## config.mk

```make
export PLATFORM = sky130hd
export DESIGN_NAME = qaa_div
export DESIGN_NICKNAME = d
export VERILOG_FILES = /design/src/qaa_pkg.sv /design/src/qaa_div.sv
export SDC_FILE = /design/constraint.sdc
export NUM_CORES = 2
export LEC_CHECK = 0
export BUFFER_PORTS_ARGS = -buffer_cell sky130_fd_sc_hd__buf_2
export CAP_MARGIN = 15
export CORE_ASPECT_RATIO = 1.25
export CORE_MARGIN = 1
export CORE_UTILIZATION = 50
export CTS_BUF_LIST = sky130_fd_sc_hd__clkbuf_8
export DETAILED_ROUTE_END_ITERATION = 12
export MAX_ROUTING_LAYER = met4
export PLACE_DENSITY = 0.66
export SLEW_MARGIN = 10
export SYNTH_ARGS = -nofsm -noshare
export SYNTH_HDL_FRONTEND = slang
export SYNTH_SLANG_ARGS = --single-unit
```

## constraint.sdc

```tcl
create_clock -name clk -period 27.2 [get_ports clk]
set_clock_uncertainty 0.15 [all_clocks]
set_input_delay 2.72 -clock clk [delete_from_list [all_inputs] [get_ports clk]]
set_output_delay 2.72 -clock clk [all_outputs]
set_load 0.02 [all_outputs]
```

## src/qaa_pkg.sv

```systemverilog
`timescale 1ns / 1ps
package qaa_pkg;

  // port widths
  localparam int RATE_W  = 24;
  localparam int ROTOR_W = 16;
  localparam int ACC_W   = 32;
  localparam int ARM_W   = 20;
  localparam int COEF_W  = 24;
  localparam int INER_W  = 24;
  localparam int CFG_W   = 24;
  localparam int IDX_W   = 3;

  localparam int NROT = 4;
  localparam int NAX  = 3;
  localparam int NTQ  = 2;

  localparam int AX_X = 0;
  localparam int AX_Y = 1;
  localparam int AX_Z = 2;

  // register indexes
  localparam logic [IDX_W-1:0] REG_ARM_LENGTH   = 3'd0;
  localparam logic [IDX_W-1:0] REG_THRUST_COEFF = 3'd1;
  localparam logic [IDX_W-1:0] REG_DRAG_COEFF   = 3'd2;
  localparam logic [IDX_W-1:0] REG_INERTIA_X    = 3'd3;
  localparam logic [IDX_W-1:0] REG_INERTIA_Y    = 3'd4;
  localparam logic [IDX_W-1:0] REG_INERTIA_Z    = 3'd5;

  localparam logic [ARM_W-1:0]  ARM_RST    = 20'd15073;
  localparam logic [COEF_W-1:0] THRUST_RST = 24'd3298535;
  localparam logic [COEF_W-1:0] DRAG_RST   = 24'd109951;
  localparam logic [INER_W-1:0] IX_RST     = 24'd83886;
  localparam logic [INER_W-1:0] IY_RST     = 24'd83886;
  localparam logic [INER_W-1:0] IZ_RST     = 24'd167772;

  // datapath widths
  localparam int SQ_W    = 2 * ROTOR_W;
  localparam int RP_W    = 2 * RATE_W;
  localparam int RP_HALF = RP_W / 2;
  localparam int D2_W    = SQ_W + 1;
  localparam int DY_W    = SQ_W + 2;
  localparam int DI_W    = INER_W + 1;
  localparam int LK_W    = ARM_W + COEF_W;
  localparam int LKH_W   = LK_W / 2;
  localparam int GP_W    = RP_HALF + DI_W;
  localparam int G_W     = GP_W + RP_HALF;
  localparam int TP_W    = LK_W - LKH_W + 1 + D2_W;
  localparam int TZ_W    = COEF_W + 1 + DY_W;
  localparam int GYRO_SH = 8;
  localparam int DRAG_SH = 16;
  localparam int DIV_SH  = 24;
  localparam int HALF_SH = DIV_SH - 1;
  localparam int DIV_Q_W = ACC_W;
  localparam int NUM_W   = INER_W + DIV_SH + DIV_Q_W;

  // pipeline layout
  localparam int FRONT_STG     = 5;
  localparam int STEPS_PER_STG = 4;
  localparam int DIV_STG       = DIV_Q_W / STEPS_PER_STG;
  localparam int OUT_STG       = FRONT_STG + DIV_STG + 1;
  localparam int NSTG          = OUT_STG + 1;

  localparam logic [ACC_W-1:0] ACC_MAX = {1'b0, {(ACC_W-1){1'b1}}};
  localparam logic [ACC_W-1:0] ACC_MIN = {1'b1, {(ACC_W-1){1'b0}}};

  typedef struct packed {
    logic [LK_W-1:0]               lk;
    logic [COEF_W-1:0]             drag;
    logic [NAX-1:0][INER_W-1:0]    inertia;
    logic [NAX-1:0][DI_W-1:0]      di;
  } qaa_cfg_t;

  typedef struct packed {
    logic [NUM_W-1:0] mag;
    logic             neg;
    logic             zero;
  } qaa_mag_t;

  typedef struct packed {
    logic [DIV_Q_W-1:0] quo;
    logic               neg;
    logic               zero;
    logic               ovf;
  } qaa_quo_t;

endpackage

```

## src/qaa_div.sv

```systemverilog
`timescale 1ns / 1ps
module qaa_div (
  input  logic                          clk,
  input  logic [qaa_pkg::DIV_STG:0]     en,
  input  logic [qaa_pkg::INER_W-1:0]    inertia,
  input  qaa_pkg::qaa_mag_t             mag_i,
  output qaa_pkg::qaa_quo_t             quo_o
);
  import qaa_pkg::*;

  qaa_quo_t          st_nxt [DIV_STG+1];
  qaa_quo_t          st_r [DIV_STG+1];
  logic [INER_W-1:0] rem_nxt [DIV_STG+1];
  logic [INER_W-1:0] rem_r [DIV_STG+1];

  // entry: top bits seed the remainder, quotient of 2^32 or more overflows
  assign rem_nxt[0]    = mag_i.mag[NUM_W-1:DIV_SH+DIV_Q_W];
  assign st_nxt[0].quo = mag_i.mag[DIV_SH+DIV_Q_W-1:DIV_SH];
  assign st_nxt[0].neg  = mag_i.neg;
  assign st_nxt[0].zero = mag_i.zero;
  assign st_nxt[0].ovf  = (mag_i.mag[NUM_W-1:DIV_SH+DIV_Q_W] >= inertia);

  // restoring steps, dividend bits shift out as quotient bits shift in
  for (genvar k = 1; k <= DIV_STG; k++) begin : g_stg
    always_comb begin
      logic [INER_W:0]    trial;
      logic [INER_W:0]    diff;
      logic [INER_W-1:0]  rem_t;
      logic [DIV_Q_W-1:0] qd_t;
      logic               ge;
      rem_t = rem_r[k-1];
      qd_t  = st_r[k-1].quo;
      for (int j = 0; j < STEPS_PER_STG; j++) begin
        trial = {rem_t, qd_t[DIV_Q_W-1]};
        diff  = trial - {1'b0, inertia};
        ge    = (trial >= {1'b0, inertia});
        rem_t = ge ? diff[INER_W-1:0] : trial[INER_W-1:0];
        qd_t  = {qd_t[DIV_Q_W-2:0], ge};
      end
      rem_nxt[k]     = rem_t;
      st_nxt[k]      = st_r[k-1];
      st_nxt[k].quo  = qd_t;
    end
  end

  always_ff @(posedge clk) begin
    for (int k = 0; k <= DIV_STG; k++) begin
      if (en[k]) begin
        st_r[k]  <= st_nxt[k];
        rem_r[k] <= rem_nxt[k];
      end
    end
  end

  assign quo_o = st_r[DIV_STG];

endmodule

```

Word-level counts from Yosys, hierarchy flattened

Memories as Yosys holds them, arrays and structs flattened.
Index checks and enable logic that the tools add are counted.

Output and inout port bits: 35
Register bits: 0
Memory bits (writable): 531
Memories: 2
Input port bits: 116
Word-level logic and storage cells: 117

Memories:

| memory | words | width | rd ports | clocked after Yosys merged registers in | write ports | RTL line      | RTL |
|---|---|---|---|---|---|---|---|
| st_r   | 9     | 35    | 9        | 0                                       | 9           | qaa_div.sv:12 | `qaa_quo_t st_r [DIV_STG+1];` |
| rem_r  | 9     | 24    | 8        | 0                                       | 9           | qaa_div.sv:14 | `logic [INER_W-1:0] rem_r [DIV_STG+1];` |

$add $sub $neg: 32
$lt $le $gt $ge: 33
Muxes and demuxes: 50

Operator list:

| kind                                                           | count |
|---|---|
| 25-bit by 24-bit greater-or-equal comparator with 1-bit output | 32 |
| 24-bit two-way mux                                             | 32 |
| 24-bit subtractor                                              | 32 |
| 24-bit greater-or-equal comparator                             | 1 |
| 1-bit two-way mux                                              | 18 |

Depth between registers and ports, before layout

Depth after elaboration: 8
Gate-level depth with buffers: 59
Depth with buffers taken out: 53

Worst setup path after synthesis

OpenSTA, ideal clock, no wires.

Path kind: in2reg
Start: in inertia[1] in the netlist's numbering
End: mem rem_r[7][15] (netlist: rem_r[0][183]), data pin
Arrival time: 15.122 ns
Library setup time: 0.262 ns
Buffers on the path: 6
Path slack: 11.665 ns
Data required time: 26.788 ns
Cell stages on the path: 49
Cell sequence: inv_1 ha_1 nor2b_1 o31a_1 o311a_1 o211ai_1 a211o_1 a31oi_1 clkbuf_1 buf_1 mux2_2 ha_1 o21a_1 o31a_1 o31ai_2 nand4_1 a31o_1 a21o_1 (+13 left out) o22ai_1 buf_2 mux2i_1 ha_1 nor2b_1 o21ai_0 a21boi_0 o21a_1 nor2_1 a21oi_1 nor2b_1 o31a_1 a311o_1 a211oi_1 o221a_2 buf_2 buf_2 mux2_1

RTL lines:

| item            | RTL line      | RTL |
|---|---|---|
| start, declared | qaa_div.sv:5  | `input logic [qaa_pkg::INER_W-1:0] inertia,` |
| end, declared   | qaa_div.sv:14 |  |

==> flow_summary.json <==
{
  "place_inst": 8148,
  "regArea_um2": 15220,
  "finalSetupViolations": 0,
  "multi_input_area_um2": 42290,
  "yosysWarnings": 0,
  "syn-cell-area_um2": 59410,
  "via_per_inst": 6.142,
  "slew_headroom_pct": 35.85,
  "critical_path.startpoint": "inertia[1]",
  "period_share_pct": 65.98,
  "grt_pass1_wl_um": 272300,
  "cts.sinks": 507,
  "fp.dieArea_um2": 120200,
  "drv_cap": 0,
  "num-fill-cells": 10900,
  "area_growth_pct": 7.554,
  "required_ps": 27590,
  "maxSlewViolCount": 0,
  "drt.antenna.violating_nets": 0,
  "hold_path_startpoint": "st_r[0][226]",
  "die_h_um": 387.4,
  "rows": 141,
  "fmax_mhz": 55.72,
  "ys_seq_area_share_pct": 25.62,
  "fin_setup_tns_ps": 0,
  "cpMaxStageDelayCell": "or2_2",
  "path_class": "in -> reg",
  "postCtsSetupBuffers": 0,
  "cts_tree": "yes",
  "grt_antenna_before_repair": 7,
  "syn_inst": 6507,
  "setup_slack_ps": 9253,
  "place_area_um2": 62070,
  "drive_gt1_share_pct": 12.50,
  "syn_avg_cell_area_um2": 9.131,
  "wl_um": 178600,
  "worstMarginPinSlew_ps": 958.1,
  "cp-start-kind": "primary input",
  "clkTransAtPathRegs_ps": 60,
  "report.final.hold_viol_count": 0,
  "drc": 0,
  "die_x_um": 310.3,
  "wl_per_cell_um": 21.48,
  "synth.distinct_cells": 106,
  "worstPathMaxFanout": 50,
  "cts_max_level": 3,
  "min_period_ps": 17950,
  "gp_congestion": 0.9520,
  "ys_ff_latch": 507,
  "post-place-ws_ps": 8624,
  "drt_iter0_drc": 3191,
  "crit_path_end_kind": "flip-flop",
  "io_buffers": 126,
  "status": "complete, no violations",
  "min-delay-path-class": "reg -> reg",
  "grt_usage_pct": 30.06,
  "cts_resized": 0,
  "clock_path_buffers": 3,
  "ctsHoldBuffers": 0,
  "final_cell_area_um2": 63900,
  "grt_pass1_vias": 49260,
  "synth.net_count": 7446,
  "coreArea_um2": 118000,
  "fin_cells": 8313,
  "yosys_most_used_dff": "edfxtp_1",
  "arrival_ps": 18340,
  "r2r_start": "rem_r[0][7]",
  "cts-root-buf": "clkbuf_8",
  "hpwl_um": 135400,
  "synth_edf_count": 507,
  "cts_buffers": 88,
  "vias": 51060,
  "grt_start_max_net_pins": 56,
  "start_util_pct": 50.34,
  "drt_pass1_iterations": 6,
  "globalRoute.totalOverflow": 0,
  "ys_async_sr_fraction_pct": 0,
  "slowest_delay_ps": 730,
  "io-pin-count": 151,
  "worst_skew_pair.late_latency_ps": 820,
  "layout.nets": 7604,
  "rsz0062_at_grt": "false"
}
## path summary, 6_finish.rpt
| kind | end | depth (start not counted) | slack, ps |
|---|---|---|---|
| max | rem_r[0][25] | 53 | 9250 |
| min | st_r[0][265] | 0 | 250 |
| max reg2reg | rem_r[0][25] | 50 | 11230 |
| min reg2reg | st_r[0][265] | 0 | 250 |
## worst max-delay path: cells and delay by family
family | cells | cell delay [ps]
AND/OR/NAND/NOR | 9 | 2660
adder cells (fa/ha/maj) | 4 | 1390
AO/OA/AOI/OAI | 30 | 8190
buffers and inverters | 8 | 2470
multiplexers | 2 | 820
## through the flow
stage                     util, %  hold WS, ps
after floorplan                 -        250.3
after global placement      52.59        250.2
after detailed placement    52.59        254.5
after CTS                   54.14        243.0
after global routing        54.14        241.2
final                       54.14        246.1
## cell type report
type                            instances  area share (%)
Multi-Input combinational cell       5525           66.18
Sequential cell                       507           23.82
Tap cell                             1573           3.080
Timing Repair Buffer                  211           2.091
Inverter                              332           1.958
Clock buffer                           88           1.895
Clock inverter                         75          0.9614
Antenna cell                            2        0.007832
## layer usage
metal | track usage [%] | wire length (um) | vias up
met3 | 3.026 | 7731 | 464
met2 | 50.63 | 86550 | 1417
met5 | - | 0 | -
met1 | 34.76 | 73340 | 24220
li1 | - | - | 24960
met4 | 16.78 | 10960 | 0
## registers in the layout, summed over array words and instances (netlist names)
name / cells
rem_r: 192
st_r: 315
## cell families after synthesis
kind of cell	Yosys count	share of synthesized area, %
and+or+nand+nor	1615	13.38
xor gates and xnor gates	595	8.771
AOI/OAI and AO/OA	2017	22.20
muxes	475	8.944
DFF	507	25.62
buffers and inverters	475	3.361
adders and majority gates	823	17.72
## cells in the final DEF, fill, tap and decap left out, types with 87 or more instances in the layout
| cell | instances |
|---|---|
| ha_1 | 792 |
| a21oi_1 | 586 |
| edfxtp_1 | 507 |
| nor2_1 | 435 |
| xnor2_1 | 398 |
| nand2_1 | 396 |
| mux2_2 | 366 |
| o21ai_0 | 364 |
| a21o_1 | 325 |
| inv_1 | 323 |
| xor2_1 | 197 |
| nand3_1 | 125 |
| buf_2 | 119 |
| nor3_1 | 115 |
| o21a_1 | 109 |
| nand4_1 | 109 |
| o21bai_1 | 88 |
| clkbuf_8 | 88 |
| buf_4 | 88 |
| nor2b_1 | 87 |
## synth_stat cells, types with 30 or more instances
cell type / number / area share (%)
buf_2: 31 / 0.26
a211oi_1: 59 / 0.75
a21oi_1: 586 / 4.9
buf_4: 36 / 0.45
o21bai_1: 88 / 1.1
a31oi_1: 70 / 0.74
and3_1: 56 / 0.59
nand2_1: 396 / 2.5
nand4_1: 109 / 1.1
a21o_1: 325 / 4.1
inv_1: 325 / 2.1
and2_1: 40 / 0.42
clkbuf_1: 59 / 0.37
a221o_1: 33 / 0.56
o21ai_0: 364 / 3.1
edfxtp_1: 507 / 26
o21a_1: 109 / 1.4
nor3_1: 116 / 0.98
nand2b_1: 83 / 0.87
mux2i_1: 73 / 1.2
ha_1: 792 / 17
o31ai_1: 37 / 0.47
nand3_1: 125 / 1.1
xnor2_1: 398 / 5.9
nor2b_1: 87 / 0.92
xor2_1: 197 / 2.9
o221ai_1: 30 / 0.44
fa_1: 31 / 1.0
nor2_1: 435 / 2.7
mux2_2: 366 / 6.9
Power is left out: the tool's default activity adds up to more than one toggle a clock period on the data nets, which glitch-free logic cannot reach.
