`src/qaa_pkg.sv`:
```
`timescale 1ns / 1ps
package qaa_pkg;

  // port widths
  localparam int RATE_W  = 24;
  localparam int ROTOR_W = 16;
  localparam int ACC_W   = 32;
  localparam int ARM_W   = 20;
  localparam int COEF_W  = 24;
  localparam int INER_W  = 24;
  localparam int CFG_W   = 24;
  localparam int IDX_W   = 3;

  localparam int NROT = 4;
  localparam int NAX  = 3;
  localparam int NTQ  = 2;

  localparam int AX_X = 0;
  localparam int AX_Y = 1;
  localparam int AX_Z = 2;

  // register indexes
  localparam logic [IDX_W-1:0] REG_ARM_LENGTH   = 3'd0;
  localparam logic [IDX_W-1:0] REG_THRUST_COEFF = 3'd1;
  localparam logic [IDX_W-1:0] REG_DRAG_COEFF   = 3'd2;
  localparam logic [IDX_W-1:0] REG_INERTIA_X    = 3'd3;
  localparam logic [IDX_W-1:0] REG_INERTIA_Y    = 3'd4;
  localparam logic [IDX_W-1:0] REG_INERTIA_Z    = 3'd5;

  localparam logic [ARM_W-1:0]  ARM_RST    = 20'd15073;
  localparam logic [COEF_W-1:0] THRUST_RST = 24'd3298535;
  localparam logic [COEF_W-1:0] DRAG_RST   = 24'd109951;
  localparam logic [INER_W-1:0] IX_RST     = 24'd83886;
  localparam logic [INER_W-1:0] IY_RST     = 24'd83886;
  localparam logic [INER_W-1:0] IZ_RST     = 24'd167772;

  // datapath widths
  localparam int SQ_W    = 2 * ROTOR_W;
  localparam int RP_W    = 2 * RATE_W;
  localparam int RP_HALF = RP_W / 2;
  localparam int D2_W    = SQ_W + 1;
  localparam int DY_W    = SQ_W + 2;
  localparam int DI_W    = INER_W + 1;
  localparam int LK_W    = ARM_W + COEF_W;
  localparam int LKH_W   = LK_W / 2;
  localparam int GP_W    = RP_HALF + DI_W;
  localparam int G_W     = GP_W + RP_HALF;
  localparam int TP_W    = LK_W - LKH_W + 1 + D2_W;
  localparam int TZ_W    = COEF_W + 1 + DY_W;
  localparam int GYRO_SH = 8;
  localparam int DRAG_SH = 16;
  localparam int DIV_SH  = 24;
  localparam int HALF_SH = DIV_SH - 1;
  localparam int DIV_Q_W = ACC_W;
  localparam int NUM_W   = INER_W + DIV_SH + DIV_Q_W;

  // pipeline layout
  localparam int FRONT_STG     = 5;
  localparam int STEPS_PER_STG = 4;
  localparam int DIV_STG       = DIV_Q_W / STEPS_PER_STG;
  localparam int OUT_STG       = FRONT_STG + DIV_STG + 1;
  localparam int NSTG          = OUT_STG + 1;

  localparam logic [ACC_W-1:0] ACC_MAX = {1'b0, {(ACC_W-1){1'b1}}};
  localparam logic [ACC_W-1:0] ACC_MIN = {1'b1, {(ACC_W-1){1'b0}}};

  typedef struct packed {
    logic [LK_W-1:0]               lk;
    logic [COEF_W-1:0]             drag;
    logic [NAX-1:0][INER_W-1:0]    inertia;
    logic [NAX-1:0][DI_W-1:0]      di;
  } qaa_cfg_t;

  typedef struct packed {
    logic [NUM_W-1:0] mag;
    logic             neg;
    logic             zero;
  } qaa_mag_t;

  typedef struct packed {
    logic [DIV_Q_W-1:0] quo;
    logic               neg;
    logic               zero;
    logic               ovf;
  } qaa_quo_t;

endpackage

```
`src/qaa_cfg.sv`:
```
`timescale 1ns / 1ps
module qaa_cfg (
  input  logic                        clk,
  input  logic                        rst_n,
  input  logic                        cfg_we,
  input  logic [qaa_pkg::IDX_W-1:0]   cfg_index,
  input  logic [qaa_pkg::CFG_W-1:0]   cfg_wdata,
  output qaa_pkg::qaa_cfg_t           cfg_o
);
  import qaa_pkg::*;

  logic [ARM_W-1:0]  arm_length_r;
  logic [COEF_W-1:0] thrust_coeff_r;
  logic [COEF_W-1:0] drag_coeff_r;
  logic [INER_W-1:0] inertia_r [NAX];
  logic [LK_W-1:0]   lk_nxt, lk_r;
  logic [DI_W-1:0]   di_nxt [NAX];
  logic [DI_W-1:0]   di_r [NAX];

  always_ff @(posedge clk) begin
    if (!rst_n) begin
      arm_length_r    <= ARM_RST;
      thrust_coeff_r  <= THRUST_RST;
      drag_coeff_r    <= DRAG_RST;
      inertia_r[AX_X] <= IX_RST;
      inertia_r[AX_Y] <= IY_RST;
      inertia_r[AX_Z] <= IZ_RST;
    end else if (cfg_we) begin
      unique case (cfg_index)
        REG_ARM_LENGTH:   arm_length_r    <= cfg_wdata[ARM_W-1:0];
        REG_THRUST_COEFF: thrust_coeff_r  <= cfg_wdata[COEF_W-1:0];
        REG_DRAG_COEFF:   drag_coeff_r    <= cfg_wdata[COEF_W-1:0];
        REG_INERTIA_X:    inertia_r[AX_X] <= cfg_wdata[INER_W-1:0];
        REG_INERTIA_Y:    inertia_r[AX_Y] <= cfg_wdata[INER_W-1:0];
        REG_INERTIA_Z:    inertia_r[AX_Z] <= cfg_wdata[INER_W-1:0];
        default: begin
        end
      endcase
    end
  end

  // arm length times thrust coefficient and inertia differences
  assign lk_nxt       = LK_W'(arm_length_r) * LK_W'(thrust_coeff_r);
  assign di_nxt[AX_X] = DI_W'(inertia_r[AX_Z]) - DI_W'(inertia_r[AX_Y]);
  assign di_nxt[AX_Y] = DI_W'(inertia_r[AX_X]) - DI_W'(inertia_r[AX_Z]);
  assign di_nxt[AX_Z] = DI_W'(inertia_r[AX_Y]) - DI_W'(inertia_r[AX_X]);

  always_ff @(posedge clk) begin
    lk_r <= lk_nxt;
    for (int a = 0; a < NAX; a++) begin
      di_r[a] <= di_nxt[a];
    end
  end

  assign cfg_o.lk   = lk_r;
  assign cfg_o.drag = drag_coeff_r;

  for (genvar a = 0; a < NAX; a++) begin : g_ax
    assign cfg_o.inertia[a] = inertia_r[a];
    assign cfg_o.di[a]      = di_r[a];
  end

endmodule

```
`config.mk`:
```
export PLATFORM = sky130hd
export DESIGN_NAME = qaa_cfg
export DESIGN_NICKNAME = d
export VERILOG_FILES = /design/src/qaa_pkg.sv /design/src/qaa_cfg.sv
export SDC_FILE = /design/constraint.sdc
export NUM_CORES = 2
export LEC_CHECK = 0
export BUFFER_PORTS_ARGS = -buffer_cell sky130_fd_sc_hd__buf_2
export CAP_MARGIN = 25
export CORE_AREA = 2 2 187 372
export CTS_BUF_LIST = sky130_fd_sc_hd__clkbuf_2
export DETAILED_ROUTE_END_ITERATION = 7
export DIE_AREA = 0 0 189 374
export GPL_TIMING_DRIVEN = 0
export SLEW_MARGIN = 25
export SYNTH_ARGS = -nofsm -noshare
export SYNTH_HDL_FRONTEND = slang
export SYNTH_SLANG_ARGS = --single-unit
export TNS_END_PERCENT = 30
```
`constraint.sdc`:
```
create_clock -name clk -period 6.65 [get_ports clk]
set_input_delay 1.33 -clock clk [delete_from_list [all_inputs] [get_ports clk]]
set_output_delay 1.33 -clock clk [all_outputs]
set_load 0.01 [all_outputs]
```
* Yosys cells after proc, flatten, opt, wreduce, memory -nomap -nowiden
Memory sizes are Yosys's and may differ from the RTL's.
Index checks and enable logic that the tools add are counted.
** Cells by class
- $add $sub $neg :: 3
- Multiply operators :: 1
- Div/mod/pow operators :: 0
- Order comparisons :: 0
- Equality and inequality tests :: 5
- Shift operators :: 0
- Muxes and demuxes :: 16
- Bitwise gates (word level) :: 3
- Reductions and logical operators :: 4
** Operator list (number)
- subtractor 24 x 24 -> 25 bit :: 3
- two-way mux 24 bit :: 3
- multiplier 20 x 24 -> 44 bit :: 1
- two-way mux 1 bit :: 13
- == test 3 x 2 -> 1 bit (second input constant) :: 2
- == test 3 bit (second input constant) :: 2
- AND reduction 2 bit :: 3
- == test 3 x 1 -> 1 bit (second input constant) :: 1
- logical NOT 3 bit :: 1
- bitwise OR 1 bit :: 3
** Word-level totals
- Register bits after elaboration :: 112
- Bits in latches :: 0
- Memory bits (writable) :: 147
- Memory bits (read-only) :: 0
- Output and inout port bits :: 215
- Memories kept :: 2
** Memories
- di_r :: depth 3, width 25, rd ports 3, clocked after memory_dff 0, write ports 3, line qaa_cfg.sv:18 : logic [DI_W-1:0] di_r [NAX];
- inertia_r :: depth 3, width 24, rd ports 3, clocked after memory_dff 0, write ports 3, line qaa_cfg.sv:15 : logic [INER_W-1:0] inertia_r [NAX];

* Depth between registers and ports, before layout
- Depth after elaboration :: 6
- Gate-level depth with buffers :: 26
- Gate-level depth less buffers :: 25

* Worst setup path before layout
OpenSTA, ideal clock, no wires.
- Path type :: reg2reg
- Start point :: register arm_length_r[11]
- End point :: register lk_r[36]
- Arrival :: 6.352 ns
- Setup slack :: 0.174 ns
- Cell stages (with the launch flop) :: 26
- Clock period less this slack :: 6.476 ns
- Cells stage by stage :: dfxtp_1 -> clkbuf_1 -> nand2_1 -> fa_1 -> inv_1 -> fa_1 -> inv_1 -> fa_1 -> inv_1 -> fa_1 -> fa_1 -> fa_1 -> inv_1 -> fa_1 -> inv_1 -> ha_1 -> buf_6 -> a21o_1 -> a31o_1 -> a221o_1 -> o31ai_4 -> o211ai_2 -> a31oi_4 -> o21ai_1 -> a21oi_2 -> xnor2_1
** On the way
- Word-level cells in the longest chain between the ends :: 1
** Ends and longest elaborated chain
- from (decl) :: line qaa_cfg.sv:12 : logic [ARM_W-1:0] arm_length_r;
- from (signal assigned) :: line qaa_cfg.sv:30 : REG_ARM_LENGTH: arm_length_r <= cfg_wdata[ARM_W-1:0];
- multiplier 20 x 24 -> 44 bit :: line qaa_cfg.sv:43 : assign lk_nxt = LK_W'(arm_length_r) * LK_W'(thrust_coeff_r);
- via lk_nxt[36] :: line qaa_cfg.sv:16 : logic [LK_W-1:0] lk_nxt, lk_r;
- to (signal assigned) :: line qaa_cfg.sv:49 : lk_r <= lk_nxt;
- to (decl) :: line qaa_cfg.sv:16
The timed path passes the listed nets, and every way through them passes these cells.
A chain may end at the register's enable or synchronous reset.

* Worst setup path in the final report
- Start point :: register arm_length_r[9]
- End point :: register lk_r[30]
The elaborated chain is that of the path after synthesis.

==> results.toml <==
[status]
status = "finished with violations"
failed_checks = "setup timing"

[worst_hold_path]
hold_path.startpoint = "drag_coeff_r[19]"
min_path_cells = 2
holdCritPathClass = "flip-flop to flip-flop"
holdPathEnd = "drag_coeff_r[19]"

[die]
design.core.area_mm2 = 0.0677
die_x_um = 189
rows = 135
start_util_pct = 39.6
ios = 245
die-area_mm2 = 0.0707
die_y_um = 374

[pwr]
p_int_w = 0.00670
seqPwrFrac_pct = 16.1
pwr-share-comb_pct = 75.2
p_per_area_mw_per_mm2 = 422
p_total_w = 0.0132
swShare_pct = 49.3
clkPwrFrac_pct = 8.7
netSwitchingPower_w = 0.00651
p_leak_nw = 15.7
ir_drop_mv = 0.738

[yosys]
synth_cell_type_count = 73
synth.avg_cell_area_um2 = 9.28
synth-edff-count = 72
ys_top_cells_by_area = "fa_1 29%, dfxtp_1 14%, ha_1 11%"
seq_area_frac_synth_pct = 22.0
syn_area_mm2 = 0.0268
syn-instance-count = 2889
ys_ff_latch = 259
ys.flop_type = "dfxtp_1"
async_reset_ff_share_pct = 0
yosys.area.top_type = "fa_1"
syn_nets = 3540
yosysWarnings = 0
synth_top_cell_area_share_pct = 29.5

[timing]
slew_violations = 0
timing.fmax_mhz = 146
finClkSkew_ps = 122
setup_tns_ps = -907
finalCritPeriodShare_pct = 103
max_slew_margin_pct = 28.5
setup_viol = 8
hold_viol_final = 0
rsz0062_at_grt = "yes"
worst_slew_pin_slew_ps = 1040
fin_crit_ps = 6870
setup_ws_ps = -222

[clock_network]
clk_latency_ps = 1130
htree_num_levels = 2
clk_path_buf_depth = 3
cts-root-buf = "clkbuf_2"
cts_tree = "yes"
clock-sinks = 259
numCtsBuffers = 58
clk_pin_slew_ps = 120

[critical_path]
crit_type = "flip-flop to flip-flop"
start_kind = "flip-flop"
reg2reg_from = "arm_length_r[9]"
end_kind = "flip-flop"
path_max_fanout = 4
ff2ff_path_depth = 25
arrival_ps = 7920
worst-endpoint-required_ps = 7700
r2r_slack_ps = -220
reg2reg_to = "lk_r[30]"

[place]
dp_cells = 4025
dpl_cell_area_mm2 = 0.0293
dpl.hpwl_um = 74600
port-buffer-count = 243
globalplace.congestion = 0.987

[grt]
globalRoute.totalOverflow = 0
grt.total_usage_pct = 25.9
grt_pass1_vias = 23300
antenna_found_initial = 12
grt_max_degree = 19
grt_first_pass_wirelength_um = 136000

[finish]
instances_no_fill = 4187
drive_above_1_share_pct = 18.1
finish.instance_area_mm2 = 0.0313
final_nets = 3893
fin_util_pct = 46.2
area_delta_synth_final_pct = 16.8

[flow_run]
max_cap_viol_count = 0

[detailed_routing]
totalWireLength_um = 90200
routedWlPerCell_um = 21.5
vias_per_cell = 5.13
first_iter_violations = 897
post-route-drc-count = 0
firstDrtPassIters = 5
dr_total_vias = 21500
ant_nets = 0
==> critical path: stages (launching register included) <==
cell and delay, ps:
dfxtp_4 400, clkbuf_16 150, and2_4 160, fa_1 570, inv_2 50, fa_1 480
fa_1 530, inv_2 40, fa_1 580, fa_2 480, fa_1 510, inv_2 40
fa_1 490, inv_2 50, ha_4 240, a21o_4 200, a31o_1 170, a221o_2 450
o31ai_4 250, buf_12 160, buf_6 100, nor2_2 30, o21ai_1 110, nand2b_1 130
a221oi_2 280, xnor2_1 150
==> how the worst max path moves through the flow <==
stage | from | end | slack, ps | cells past startpoint
detailed placement | arm_length_r[4] | lk_r[39] | -1440 | 25
global route | arm_length_r[9] | lk_r[30] | -380 | 26
global placement | arm_length_r[4] | lk_r[42] | -1430 | 24
floorplan | arm_length_r[11] | lk_r[36] | 170 | 25
finish | arm_length_r[9] | lk_r[30] | -220 | 25
CTS | arm_length_r[12] | lk_r[30] | -310 | 27
==> routing by layer <==
layer | track usage [%] | up-vias | wire (um) | part of all wire, %
met5 | 0 | - | 25 | 0.028
met4 | 21.2 | 6 | 8510 | 9.4
met3 | 4.35 | 339 | 4740 | 5.3
met2 | 49.5 | 799 | 49000 | 54
met1 | 23.2 | 10600 | 27900 | 31
li1 | - | 9721 | - | -
==> stage by stage <==
| stage | hold WS, ps | setup slack (ps) |
|---|---|---|
| after floorplan | 454 | 174 |
| after global placement | 447 | -1430 |
| after detailed placement | 458 | -1440 |
| after CTS | 382 | -311 |
| after global routing | 442 | -382 |
| final | 474 | -222 |
==> final cells by class <==
cell class	count	area, um^2
sequential	259	5980
multi-input combinational	1979	18900
clock inverter	28	193
inverter	519	1950
clock buffer	80	400
fill	6632	36400
buffer	125	1050
antenna	7	17.5
tap	890	1110
timing repair buffer	300	1750
==> cell usage after synthesis (2+ instances only) <==
cell type,instances
nor2b_1,15
o31a_1,3
ha_1,226
xor2_1,27
a2111oi_0,3
a21o_1,54
xnor2_1,67
o21bai_1,10
a21boi_0,43
or3_1,6
o21ai_0,54
a21oi_1,83
a21oi_2,6
dfxtp_1,187
o2bb2ai_1,2
edfxtp_1,72
nor2_1,72
a311oi_2,2
a211o_1,2
nand2_1,421
o211ai_2,2
nor3_1,18
and3_1,8
a21boi_1,2
nand3_1,45
a221o_1,4
o21ai_2,2
o31ai_1,7
nand2b_1,23
inv_1,519
o21ai_1,9
a211oi_1,6
nand4_1,18
clkbuf_1,131
a2111oi_2,2
or2_2,3
o21a_1,16
fa_1,395
a41o_1,2
a31oi_1,9
o221ai_2,2
and2_1,280
==> timing repair <==
action                                  CTS  global route
buffers inserted                         49             5
endpoints found under the setup margin   29            16
resized for setup                       296            27
pin swaps                                40            23
endpoints found under the hold margin     0             0
hold buffers                              0             0
==> cell usage in the layout, fill, tap and decap left out, drive strengths merged, types with 46 or more instances in the layout <==
cell type,Yosys,layout
a21o,54,54
ha,226,226
nor2,72,72
nand2,421,421
nand3,46,46
and2,280,280
edfxtp,72,72
xnor2,67,67
o21ai,65,65
fa,395,395
inv,519,519
clkbuf,131,200
buf,1,305
dfxtp,187,187
a21oi,89,89
==> cell families (layout without fill, tap and decap cells) <==
kind of cell,Yosys count,count (layout),share of synthesized area [%]
multiplexers,2,2,0.0933
flip-flops,259,259,22.0
AO/OA/AOI/OAI,349,349,9.15
XOR/XNOR,94,94,3.07
other,0,7,0
AND/OR/NAND/NOR,913,913,16.5
adder cells (fa/ha/maj),621,621,40.0
buffers and inverters,651,1052,9.14
==> flip-flops by register name (all words and copies together) (netlist names) <==
| register | cells |
|---|---|
| di_r | 75 |
| inertia_r | 72 |
| lk_r | 44 |
| drag_coeff_r | 24 |
| thrust_coeff_r | 24 |
| arm_length_r | 20 |
==> power groups by stage <==
| stage | clock network, W | registers [W] | logic, W |
|---|---|---|---|
| global route | 0.00125 | 0.00216 | 0.0110 |
| CTS | 0.00120 | 0.00214 | 0.00974 |
| global placement | 0 | 0.00218 | 0.00824 |
| detailed placement | 0 | 0.00218 | 0.00827 |
| finish | 0.00115 | 0.00213 | 0.00993 |
| floorplan | 0 | 0.00229 | 0.00579 |
Note: power is estimated with default switching activity, not from simulation.
